<file path="config.mk">
export PLATFORM = sky130hd
export DESIGN_NAME = tile_channel_coincidence_counter
export DESIGN_NICKNAME = d
export VERILOG_FILES = /design/src/sv/tccc_pkg.sv /design/src/sv/tccc_ctrl.sv /design/src/sv/tccc_datapath.sv /design/src/sv/tile_channel_coincidence_counter.sv
export VERILOG_INCLUDE_DIRS = /design/src /design/src/sv
export SDC_FILE = /design/constraint.sdc
export NUM_CORES = 1
export LEC_CHECK = 0
export ABC_AREA = 1
export BUFFER_PORTS_ARGS = -buffer_cell sky130_fd_sc_hd__buf_4
export CELL_PAD_IN_SITES_DETAIL_PLACEMENT = 1
export CELL_PAD_IN_SITES_GLOBAL_PLACEMENT = 1
export CORE_MARGIN = 4
export CORE_UTILIZATION = 30
export DETAILED_ROUTE_END_ITERATION = 7
export PLACE_DENSITY_LB_ADDON = 0.2
export SLEW_MARGIN = 20
export SYNTH_ARGS = -nofsm -noshare
export SYNTH_HDL_FRONTEND = slang
export SYNTH_SLANG_ARGS = --single-unit
</file>
<file path="constraint.sdc">
create_clock -name clk -period 8.3 [get_ports clk]
set_input_delay 0.415 -clock clk [delete_from_list [all_inputs] [get_ports clk]]
set_output_delay 0.415 -clock clk [all_outputs]
set_load 0.02 [all_outputs]
</file>
<file path="src/sv/tile_channel_coincidence_counter_assert.svh">
// Assertion macros shared by the coincidence counter modules.
`ifndef TILE_CHANNEL_COINCIDENCE_COUNTER_ASSERT_SVH
`define TILE_CHANNEL_COINCIDENCE_COUNTER_ASSERT_SVH

// same-cycle implication, clocked on clk, disabled in reset
`define TCCC_ASSERT_NOW(label, ante, cons, msg) \
  label: assert property (@(posedge clk) disable iff (rst) (ante) |-> (cons)) \
    else $error(msg);

// next-cycle implication, clocked on clk, disabled in reset
`define TCCC_ASSERT_NEXT(label, ante, cons, msg) \
  label: assert property (@(posedge clk) disable iff (rst) (ante) |=> (cons)) \
    else $error(msg);

`endif

</file>
<file path="src/sv/tccc_pkg.sv">
// Shared constants and controller/datapath interface types.
`timescale 1ns / 1ps
`default_nettype none
package tccc_pkg;

  localparam int TILE_SIDE_DEF    = 16;
  localparam int VALUE_LEVELS_DEF = 256;
  localparam int FIELD_W          = 9;
  localparam int FIELD_MAX        = 511;
  localparam int PIX_W            = 8;

  typedef struct packed {
    logic sweep_en;     // clear presence entry at sweep address, advance address
    logic scan_read;    // the sweep read is counted
    logic acc_clr;      // clear coincidence counters
    logic pixel_inc;    // a pixel word is accepted this cycle
    logic load_result;  // move counts to the output register
  } cmd_t;

  typedef struct packed {
    logic addr_last;    // sweep address is at the final level
    logic out_free;     // output register can take a result
  } status_t;

endpackage
`default_nettype wire

</file>
<file path="src/sv/tccc_ctrl.sv">
// Controller: reset clear sweep, tile accumulation, scan and result hand-off.
`timescale 1ns / 1ps
`default_nettype none
`include "tile_channel_coincidence_counter_assert.svh"
module tccc_ctrl (
  input  wire logic              clk,
  input  wire logic              rst,
  input  wire logic              in_valid,
  input  wire logic              last_in_tile,
  input  wire tccc_pkg::status_t status,
  output logic                   in_ready,
  output tccc_pkg::cmd_t         cmd
);

  localparam logic [2:0] ST_CLEAR = 3'd0;
  localparam logic [2:0] ST_ACCUM = 3'd1;
  localparam logic [2:0] ST_SCAN  = 3'd2;
  localparam logic [2:0] ST_DRAIN = 3'd3;
  localparam logic [2:0] ST_FLUSH = 3'd4;

  logic [2:0] state, state_next;
  logic       accept;

  assign in_ready = (state == ST_ACCUM);
  assign accept   = in_valid && in_ready;

  always_comb begin
    state_next = state;
    cmd        = '0;
    case (state)
      ST_CLEAR: begin
        cmd.sweep_en = 1'b1;
        if (status.addr_last) state_next = ST_ACCUM;
      end
      ST_ACCUM: begin
        cmd.pixel_inc = accept;
        if (accept && last_in_tile) begin
          cmd.acc_clr = 1'b1;
          state_next  = ST_SCAN;
        end
      end
      ST_SCAN: begin
        cmd.sweep_en  = 1'b1;
        cmd.scan_read = 1'b1;
        if (status.addr_last) state_next = ST_DRAIN;
      end
      ST_DRAIN: begin
        state_next = ST_FLUSH;
      end
      ST_FLUSH: begin
        if (status.out_free) begin
          cmd.load_result = 1'b1;
          state_next      = ST_ACCUM;
        end
      end
      default: begin
        state_next = ST_CLEAR;
      end
    endcase
  end

  always_ff @(posedge clk) begin
    if (rst) begin
      state <= ST_CLEAR;
    end else begin
      state <= state_next;
    end
  end

  `TCCC_ASSERT_NEXT(a_last_starts_scan, accept && last_in_tile, state == ST_SCAN, "last word did not start scan")
  `TCCC_ASSERT_NEXT(a_scan_end_drains, state == ST_SCAN && status.addr_last, state == ST_DRAIN, "scan did not end at last level")

endmodule
`default_nettype wire

</file>
<file path="src/sv/tccc_datapath.sv">
// Datapath: per-channel presence memories, sweep counter, coincidence counters, output register.
`timescale 1ns / 1ps
`default_nettype none
`include "tile_channel_coincidence_counter_assert.svh"
module tccc_datapath #(
  parameter int TILE_SIDE    = tccc_pkg::TILE_SIDE_DEF,
  parameter int VALUE_LEVELS = tccc_pkg::VALUE_LEVELS_DEF
) (
  input  wire logic                            clk,
  input  wire logic                            rst,
  input  wire logic [tccc_pkg::PIX_W-1:0]      red,
  input  wire logic [tccc_pkg::PIX_W-1:0]      green,
  input  wire logic [tccc_pkg::PIX_W-1:0]      blue,
  input  wire tccc_pkg::cmd_t                  cmd,
  output tccc_pkg::status_t                    status,
  output logic                                 out_valid,
  input  wire logic                            out_ready,
  output logic [tccc_pkg::FIELD_W-1:0]         triple_count,
  output logic [tccc_pkg::FIELD_W-1:0]         pair_count,
  output logic [tccc_pkg::FIELD_W-1:0]         single_count,
  output logic [tccc_pkg::FIELD_W-1:0]         active_count,
  output logic [tccc_pkg::FIELD_W-1:0]         pixel_count
);

  localparam int FW    = tccc_pkg::FIELD_W;
  localparam int AW    = $clog2(VALUE_LEVELS);
  localparam int AVW   = (AW + 1 > tccc_pkg::PIX_W + 1) ? AW + 1 : tccc_pkg::PIX_W + 1;
  localparam int CLG   = $clog2(VALUE_LEVELS + 1);
  localparam int CW    = (CLG > FW) ? CLG : FW;
  localparam int AREA  = TILE_SIDE * TILE_SIDE;
  localparam int PIX_LIMIT = (AREA > tccc_pkg::FIELD_MAX) ? tccc_pkg::FIELD_MAX : AREA;
  localparam logic [AW-1:0]  ADDR_LAST = AW'(VALUE_LEVELS - 1);
  localparam logic [AVW-1:0] LEVELS_EXT = AVW'(VALUE_LEVELS);
  localparam logic [CW-1:0]  CNT_MAX = CW'(tccc_pkg::FIELD_MAX);
  localparam logic [FW-1:0]  SAT_MAX = FW'(tccc_pkg::FIELD_MAX);

  logic mem_r [VALUE_LEVELS];
  logic mem_g [VALUE_LEVELS];
  logic mem_b [VALUE_LEVELS];

  logic [AW-1:0]  sweep_addr;
  logic [AVW-1:0] r_ext, g_ext, b_ext;
  logic           r_hit, g_hit, b_hit;
  logic [AW-1:0]  r_addr, g_addr, b_addr;
  logic           rd_r, rd_g, rd_b;
  logic           rd_count;
  logic [1:0]     n_ch;
  logic [CW-1:0]  tri_cnt, pair_cnt, sing_cnt, act_cnt;
  logic [FW-1:0]  pix_cnt;

  assign r_ext  = AVW'(red);
  assign g_ext  = AVW'(green);
  assign b_ext  = AVW'(blue);
  assign r_hit  = r_ext < LEVELS_EXT;
  assign g_hit  = g_ext < LEVELS_EXT;
  assign b_hit  = b_ext < LEVELS_EXT;
  assign r_addr = r_ext[AW-1:0];
  assign g_addr = g_ext[AW-1:0];
  assign b_addr = b_ext[AW-1:0];

  assign status.addr_last = (sweep_addr == ADDR_LAST);
  assign status.out_free  = !out_valid || out_ready;

  // presence memories: one write port, one registered read port each
  always_ff @(posedge clk) begin
    if (cmd.sweep_en) begin
      mem_r[sweep_addr] <= 1'b0;
    end else if (cmd.pixel_inc && r_hit) begin
      mem_r[r_addr] <= 1'b1;
    end
    rd_r <= mem_r[sweep_addr];
  end

  always_ff @(posedge clk) begin
    if (cmd.sweep_en) begin
      mem_g[sweep_addr] <= 1'b0;
    end else if (cmd.pixel_inc && g_hit) begin
      mem_g[g_addr] <= 1'b1;
    end
    rd_g <= mem_g[sweep_addr];
  end

  always_ff @(posedge clk) begin
    if (cmd.sweep_en) begin
      mem_b[sweep_addr] <= 1'b0;
    end else if (cmd.pixel_inc && b_hit) begin
      mem_b[b_addr] <= 1'b1;
    end
    rd_b <= mem_b[sweep_addr];
  end

  always_ff @(posedge clk) begin
    if (rst) begin
      sweep_addr <= '0;
      rd_count   <= 1'b0;
    end else begin
      rd_count <= cmd.scan_read;
      if (cmd.sweep_en) begin
        sweep_addr <= status.addr_last ? '0 : sweep_addr + AW'(1);
      end
    end
  end

  assign n_ch = 2'(rd_r) + 2'(rd_g) + 2'(rd_b);

  always_ff @(posedge clk) begin
    if (cmd.acc_clr) begin
      tri_cnt  <= '0;
      pair_cnt <= '0;
      sing_cnt <= '0;
      act_cnt  <= '0;
    end else if (rd_count) begin
      if (n_ch == 2'd3) tri_cnt  <= tri_cnt + CW'(1);
      if (n_ch == 2'd2) pair_cnt <= pair_cnt + CW'(1);
      if (n_ch == 2'd1) sing_cnt <= sing_cnt + CW'(1);
      if (n_ch != 2'd0) act_cnt  <= act_cnt + CW'(1);
    end
  end

  always_ff @(posedge clk) begin
    if (rst) begin
      pix_cnt <= '0;
    end else if (cmd.load_result) begin
      pix_cnt <= '0;
    end else if (cmd.pixel_inc && (pix_cnt < FW'(PIX_LIMIT))) begin
      pix_cnt <= pix_cnt + FW'(1);
    end
  end

  always_ff @(posedge clk) begin
    if (rst) begin
      out_valid <= 1'b0;
    end else if (cmd.load_result) begin
      out_valid <= 1'b1;
    end else if (out_ready) begin
      out_valid <= 1'b0;
    end
  end

  always_ff @(posedge clk) begin
    if (cmd.load_result) begin
      triple_count <= (tri_cnt  > CNT_MAX) ? SAT_MAX : tri_cnt[FW-1:0];
      pair_count   <= (pair_cnt > CNT_MAX) ? SAT_MAX : pair_cnt[FW-1:0];
      single_count <= (sing_cnt > CNT_MAX) ? SAT_MAX : sing_cnt[FW-1:0];
      active_count <= (act_cnt  > CNT_MAX) ? SAT_MAX : act_cnt[FW-1:0];
      pixel_count  <= pix_cnt;
    end
  end

  `TCCC_ASSERT_NOW(a_read_with_sweep, cmd.scan_read, cmd.sweep_en, "scan read without sweep")
  `TCCC_ASSERT_NOW(a_load_slot_free, cmd.load_result, !out_valid || out_ready, "result overwrites pending word")
  `TCCC_ASSERT_NOW(a_load_has_pixels, cmd.load_result, pix_cnt != '0, "result with empty tile")
  `TCCC_ASSERT_NOW(a_active_sum, cmd.load_result, (CW + 2)'(act_cnt) == (CW + 2)'(tri_cnt) + (CW + 2)'(pair_cnt) + (CW + 2)'(sing_cnt), "active count mismatch")

endmodule
`default_nettype wire

</file>
<file path="src/sv/tile_channel_coincidence_counter.sv">
// Top level: tile channel coincidence counter.
//
//  channel | handshake            | payload
//  --------+----------------------+---------------------------------------------------
//  in      | in_valid / in_ready  | red, green, blue, last_in_tile
//  out     | out_valid / out_ready| triple_count, pair_count, single_count,
//          |                      | active_count, pixel_count
//
// Pixel words are taken one per cycle within a tile.
// After the last word of a tile, the presence memories are scanned and cleared at
// one level per cycle; no word is taken until the scan, a drain step and the result hand-off are done.
// A result still waiting in the output register holds the next result, and the input with it.
// After reset a clear sweep over all VALUE_LEVELS levels runs before the first word is taken.
`timescale 1ns / 1ps
`default_nettype none
module tile_channel_coincidence_counter #(
  parameter int TILE_SIDE    = tccc_pkg::TILE_SIDE_DEF,
  parameter int VALUE_LEVELS = tccc_pkg::VALUE_LEVELS_DEF
) (
  input  wire logic                        clk,
  input  wire logic                        rst,
  input  wire logic                        in_valid,
  output logic                             in_ready,
  input  wire logic [tccc_pkg::PIX_W-1:0]  red,
  input  wire logic [tccc_pkg::PIX_W-1:0]  green,
  input  wire logic [tccc_pkg::PIX_W-1:0]  blue,
  input  wire logic                        last_in_tile,
  output logic                             out_valid,
  input  wire logic                        out_ready,
  output logic [tccc_pkg::FIELD_W-1:0]     triple_count,
  output logic [tccc_pkg::FIELD_W-1:0]     pair_count,
  output logic [tccc_pkg::FIELD_W-1:0]     single_count,
  output logic [tccc_pkg::FIELD_W-1:0]     active_count,
  output logic [tccc_pkg::FIELD_W-1:0]     pixel_count
);

  tccc_pkg::cmd_t    cmd;
  tccc_pkg::status_t status;

  tccc_ctrl u_ctrl (
    .clk          (clk),
    .rst          (rst),
    .in_valid     (in_valid),
    .last_in_tile (last_in_tile),
    .status       (status),
    .in_ready     (in_ready),
    .cmd          (cmd)
  );

  tccc_datapath #(
    .TILE_SIDE    (TILE_SIDE),
    .VALUE_LEVELS (VALUE_LEVELS)
  ) u_datapath (
    .clk          (clk),
    .rst          (rst),
    .red          (red),
    .green        (green),
    .blue         (blue),
    .cmd          (cmd),
    .status       (status),
    .out_valid    (out_valid),
    .out_ready    (out_ready),
    .triple_count (triple_count),
    .pair_count   (pair_count),
    .single_count (single_count),
    .active_count (active_count),
    .pixel_count  (pixel_count)
  );

endmodule
`default_nettype wire
</file>
==> impl_results.md <==
- Classification of the worst setup path: flip-flop to flip-flop
- Element type at the critical path end: flip-flop
- CTS tree: done
- Layout Skew: 30.6 ps
- Final ANT Viol Nets: 0
- Post-synth net total: 4437
- Area of the multi-input gates: 12400 µm²
- Leak: 16.7 nW
- Worst path cell trace: inv_2 > nor2_4 > nand2_2 > nor2_4 > buf_4 > buf_4 > buf_4
- Via/cell ratio: 4.85
- Vias in the first global route: 30100
- Reg clk slew, reported paths: 60 ps
- Worst path arrival time: 4030 ps
- Detailed Place HPWL: 73.0 mm
- Post-Route WL: 130 mm
- Clock latency at the later pin of the worst-skew pair: 700 ps
- Ys Warns: 0
- Initial DRT Pass Iterations: 6
- # DRC: 0
- Cell Area, Synth: 40500 µm²
- FP Rows: 134
- Total track usage: 0.182
- Biggest regs: u_datapath.mem_b (256), u_datapath.mem_g (256), u_datapath.mem_r (256)
- Yosys reg bits: 874
- Final hold vios: 0
- Worst hold slack: 59.7 ps
- # diodes: 0
- Largest net degree at the start of global routing: 172
- Clock Path Buffers: 3
- CTS Sinks: 874
- Worst slew pin tran: 1040 ps
- Max Clk Rate: 0.272 GHz
- Area growth syn-to-layout: 12.9%
- Worst setup margin: 4620 ps
- Design internal power: 0.00797 W
- Switching share of power: 0.304
- # fillers: 15400
- Vias: 29900
- CORE AREA: 134000 µm²
- RSZ-0062 raised after global routing: false
- DRT iter0 DRCs: 2122
- DR WL/cell: 21.0 µm
- Post-DP Area: 42400 µm²
- Power per cell area: 251 nW/µm²
- Die Wd: 375 µm
- Max Cap Viol: 0
- Post-synthesis sequential area ratio: 0.633
- FF/Latch Area: 25600 µm²
- Net switching power: 0.00349 W
- VDD IR max: 176 µV
- Post-synthesis instance total: 4397
- Headroom to the max-slew limit: 0.307
- Min Tclk post-route: 3680 ps
- CTS Root Cell: clkbuf_16
- GPL Wtd Cong: 0.801
- Global-route wire length before repair: 193 mm
- Initial antenna violation count: 2
- Period utilization: 0.443
- Port Buf Inserts: 75
- Final TNS setup: 0 ps
- Die ar.: 141000 µm²
- TritonCTS Buffers: 103
- Worst path slowest cell: buf_4
- Peak per-stage delay on the critical path: 890 ps
- CP dominant cell by count: buf_4
- Post-layout nets: 4351
- Number of flops mapped to enable cells by yosys: 813
- H-tree levels: 3
- Avg Inst Size Synth: 9.21 µm²
- Fin area: 45700 µm²
- DIE HEIGHT: 375 µm
- Outcome: completed
- Seq pwr share: 0.436
- Startpoint Class: flip-flop
- Final Max Slew Viols: 0
- HP Class: input port to flip-flop
- Cts repair resizes: 0
- Synth unique cells: 36
- FFs w/ async S/R, synth: 0
- Clock power frac: 0.385
- Top FF cell, synth: edfxtp_1
- Final setup violation count: 0
- Combinational share of power: 0.179
- Initial core utilization: 0.303
- Layout cells sized above 1: 0.0871
- Place WS: 4500 ps
- CP max FO: 103
- Total gr overflow: 0
- WP data required: 8650 ps
- Io pins: 76
## power by group through the flow
stage	Clock, W	Sequential, W	Combinational [W]
finish	0.00441	0.00500	0.00205
global route	0.00473	0.00500	0.00229
CTS	0.00453	0.00500	0.00209
detailed placement	0	0.00509	0.00208
global placement	0	0.00509	0.00207
floorplan	0	0.00506	0.00135
## repair_timing
action / CTS / global route
buffers inserted: 0 / 0
hold buffers: 1 / 0
hold endpoints to repair: 5 / 0
## per-layer routing
| metal | GRT usage | vias to the layer above | share of wire |
|---|---|---|---|
| met1 | 0.240 | 15100 | 0.45 |
| met5 | 0 | - | 0 |
| met2 | 0.307 | 518 | 0.48 |
| met3 | 0.0342 | 166 | 0.046 |
| met4 | 0.0462 | 0 | 0.025 |
| li1 | - | 14100 | - |
## final cells by class
cell class	instances	share of cell area
clock buffer	153	0.0641
tap	1768	0.0484
sequential	874	0.561
clock inverter	36	0.00687
multi-input combinational	2874	0.271
inverter	348	0.0289
timing repair buffer	110	0.0195
## path summary, 6_finish.rpt
| check | start | to | slack, ps | depth (start not counted) |
|---|---|---|---|---|
| worst max-delay path | u_ctrl.state[0]$_SDFFE_PP0P_ | u_datapath.mem_b[250]$_DFFE_PP_ | 4620 | 7 |
| worst max register to register | u_ctrl.state[0]$_SDFFE_PP0P_ | u_datapath.mem_b[250]$_DFFE_PP_ | 4620 | 7 |
| worst min-delay path | out_ready | u_datapath.out_valid$_SDFFE_PP0P_ | 60 | 4 |
| worst min register to register | u_datapath.pix_cnt[8]$_SDFFE_PP0P_ | u_datapath.pixel_count[8]$_DFFE_PP_ | 420 | 0 |
## placed cells by master, fill, tap and decap left out, types with 3 or more instances in the layout
master     instances
xnor2_1            5
ha_1              10
o211ai_1          14
o22ai_1            6
buf_4            104
clkbuf_1          37
clkinv_1          12
nor2_4             9
inv_1            333
inv_6              3
dfxtp_1           57
nand3_2           29
nand2_2           14
bufinv_16          5
clkinv_2          14
clkbuf_8          10
o21ai_0          224
nor2_2            34
a21o_1             3
or2_2              8
dfxtp_4            3
buf_12             5
inv_2             13
xor2_1             8
nor3_1            45
o21ai_2           21
clkbuf_16        106
nand3_1          328
nor2_1          1141
nand2_1          903
o21ai_1            4
edfxtp_1         813
a21oi_1           57
## cells by family (layout without fill, tap and decap cells)
| logic type | count (synthesis) | count (layout) | synth area share |
|---|---|---|---|
| AND/OR/NAND/NOR | 2516 | 2516 | 0.252 |
| flip-flops | 874 | 874 | 0.633 |
| buffers and inverters | 649 | 647 | 0.0638 |
| AO/OA/AOI/OAI | 334 | 334 | 0.0444 |
| XOR/XNOR | 13 | 13 | 0.00281 |
| adder cells (fa/ha/maj) | 11 | 11 | 0.00358 |
## worst max-delay path, delay by kind of cell, from the launching register on
| kind | cells | cell delay [ps] |
|---|---|---|
| AND/OR/NAND/NOR | 3 | 470 |
| flip-flops | 1 | 330 |
| buffers and inverters | 4 | 2390 |
## Yosys cell counts (2+ instances only)
master	count	share of area
a21o_1	3	0.00056
o22ai_1	6	0.00093
edfxtp_1	813	0.60
nand2_2	6	0.00093
buf_1	40	0.0037
o21ai_2	18	0.0039
nand2_1	911	0.084
xnor2_1	5	0.0011
nor2_1	1158	0.11
inv_1	336	0.031
buf_2	79	0.0098
or2_2	8	0.0012
o21ai_1	7	0.00087
nor4_1	2	0.00031
a31oi_1	2	0.00031
ha_1	10	0.0031
nor3_1	45	0.0056
inv_2	12	0.0011
nor2_4	2	0.00056
o21a_1	2	0.00037
a21oi_1	57	0.0070
clkbuf_1	175	0.016
buf_6	6	0.0017
o211ai_1	14	0.0026
xor2_1	8	0.0017
dfxtp_1	61	0.030
nor2_2	24	0.0037
nand3_2	28	0.0069
nand3_1	329	0.041
o21ai_0	224	0.028
## per-stage QoR
stage	util	cells	total power, W
4_1_cts	0.342	6163	0.0116
2_1_floorplan	-	4397	0.00640
3_3_place_gp	0.317	5973	0.00716
6_report	0.342	6163	0.0115
5_1_grt	0.342	6163	0.0120
3_5_place_dp	0.317	5973	0.00717
Power figures use the tool's default switching activity.
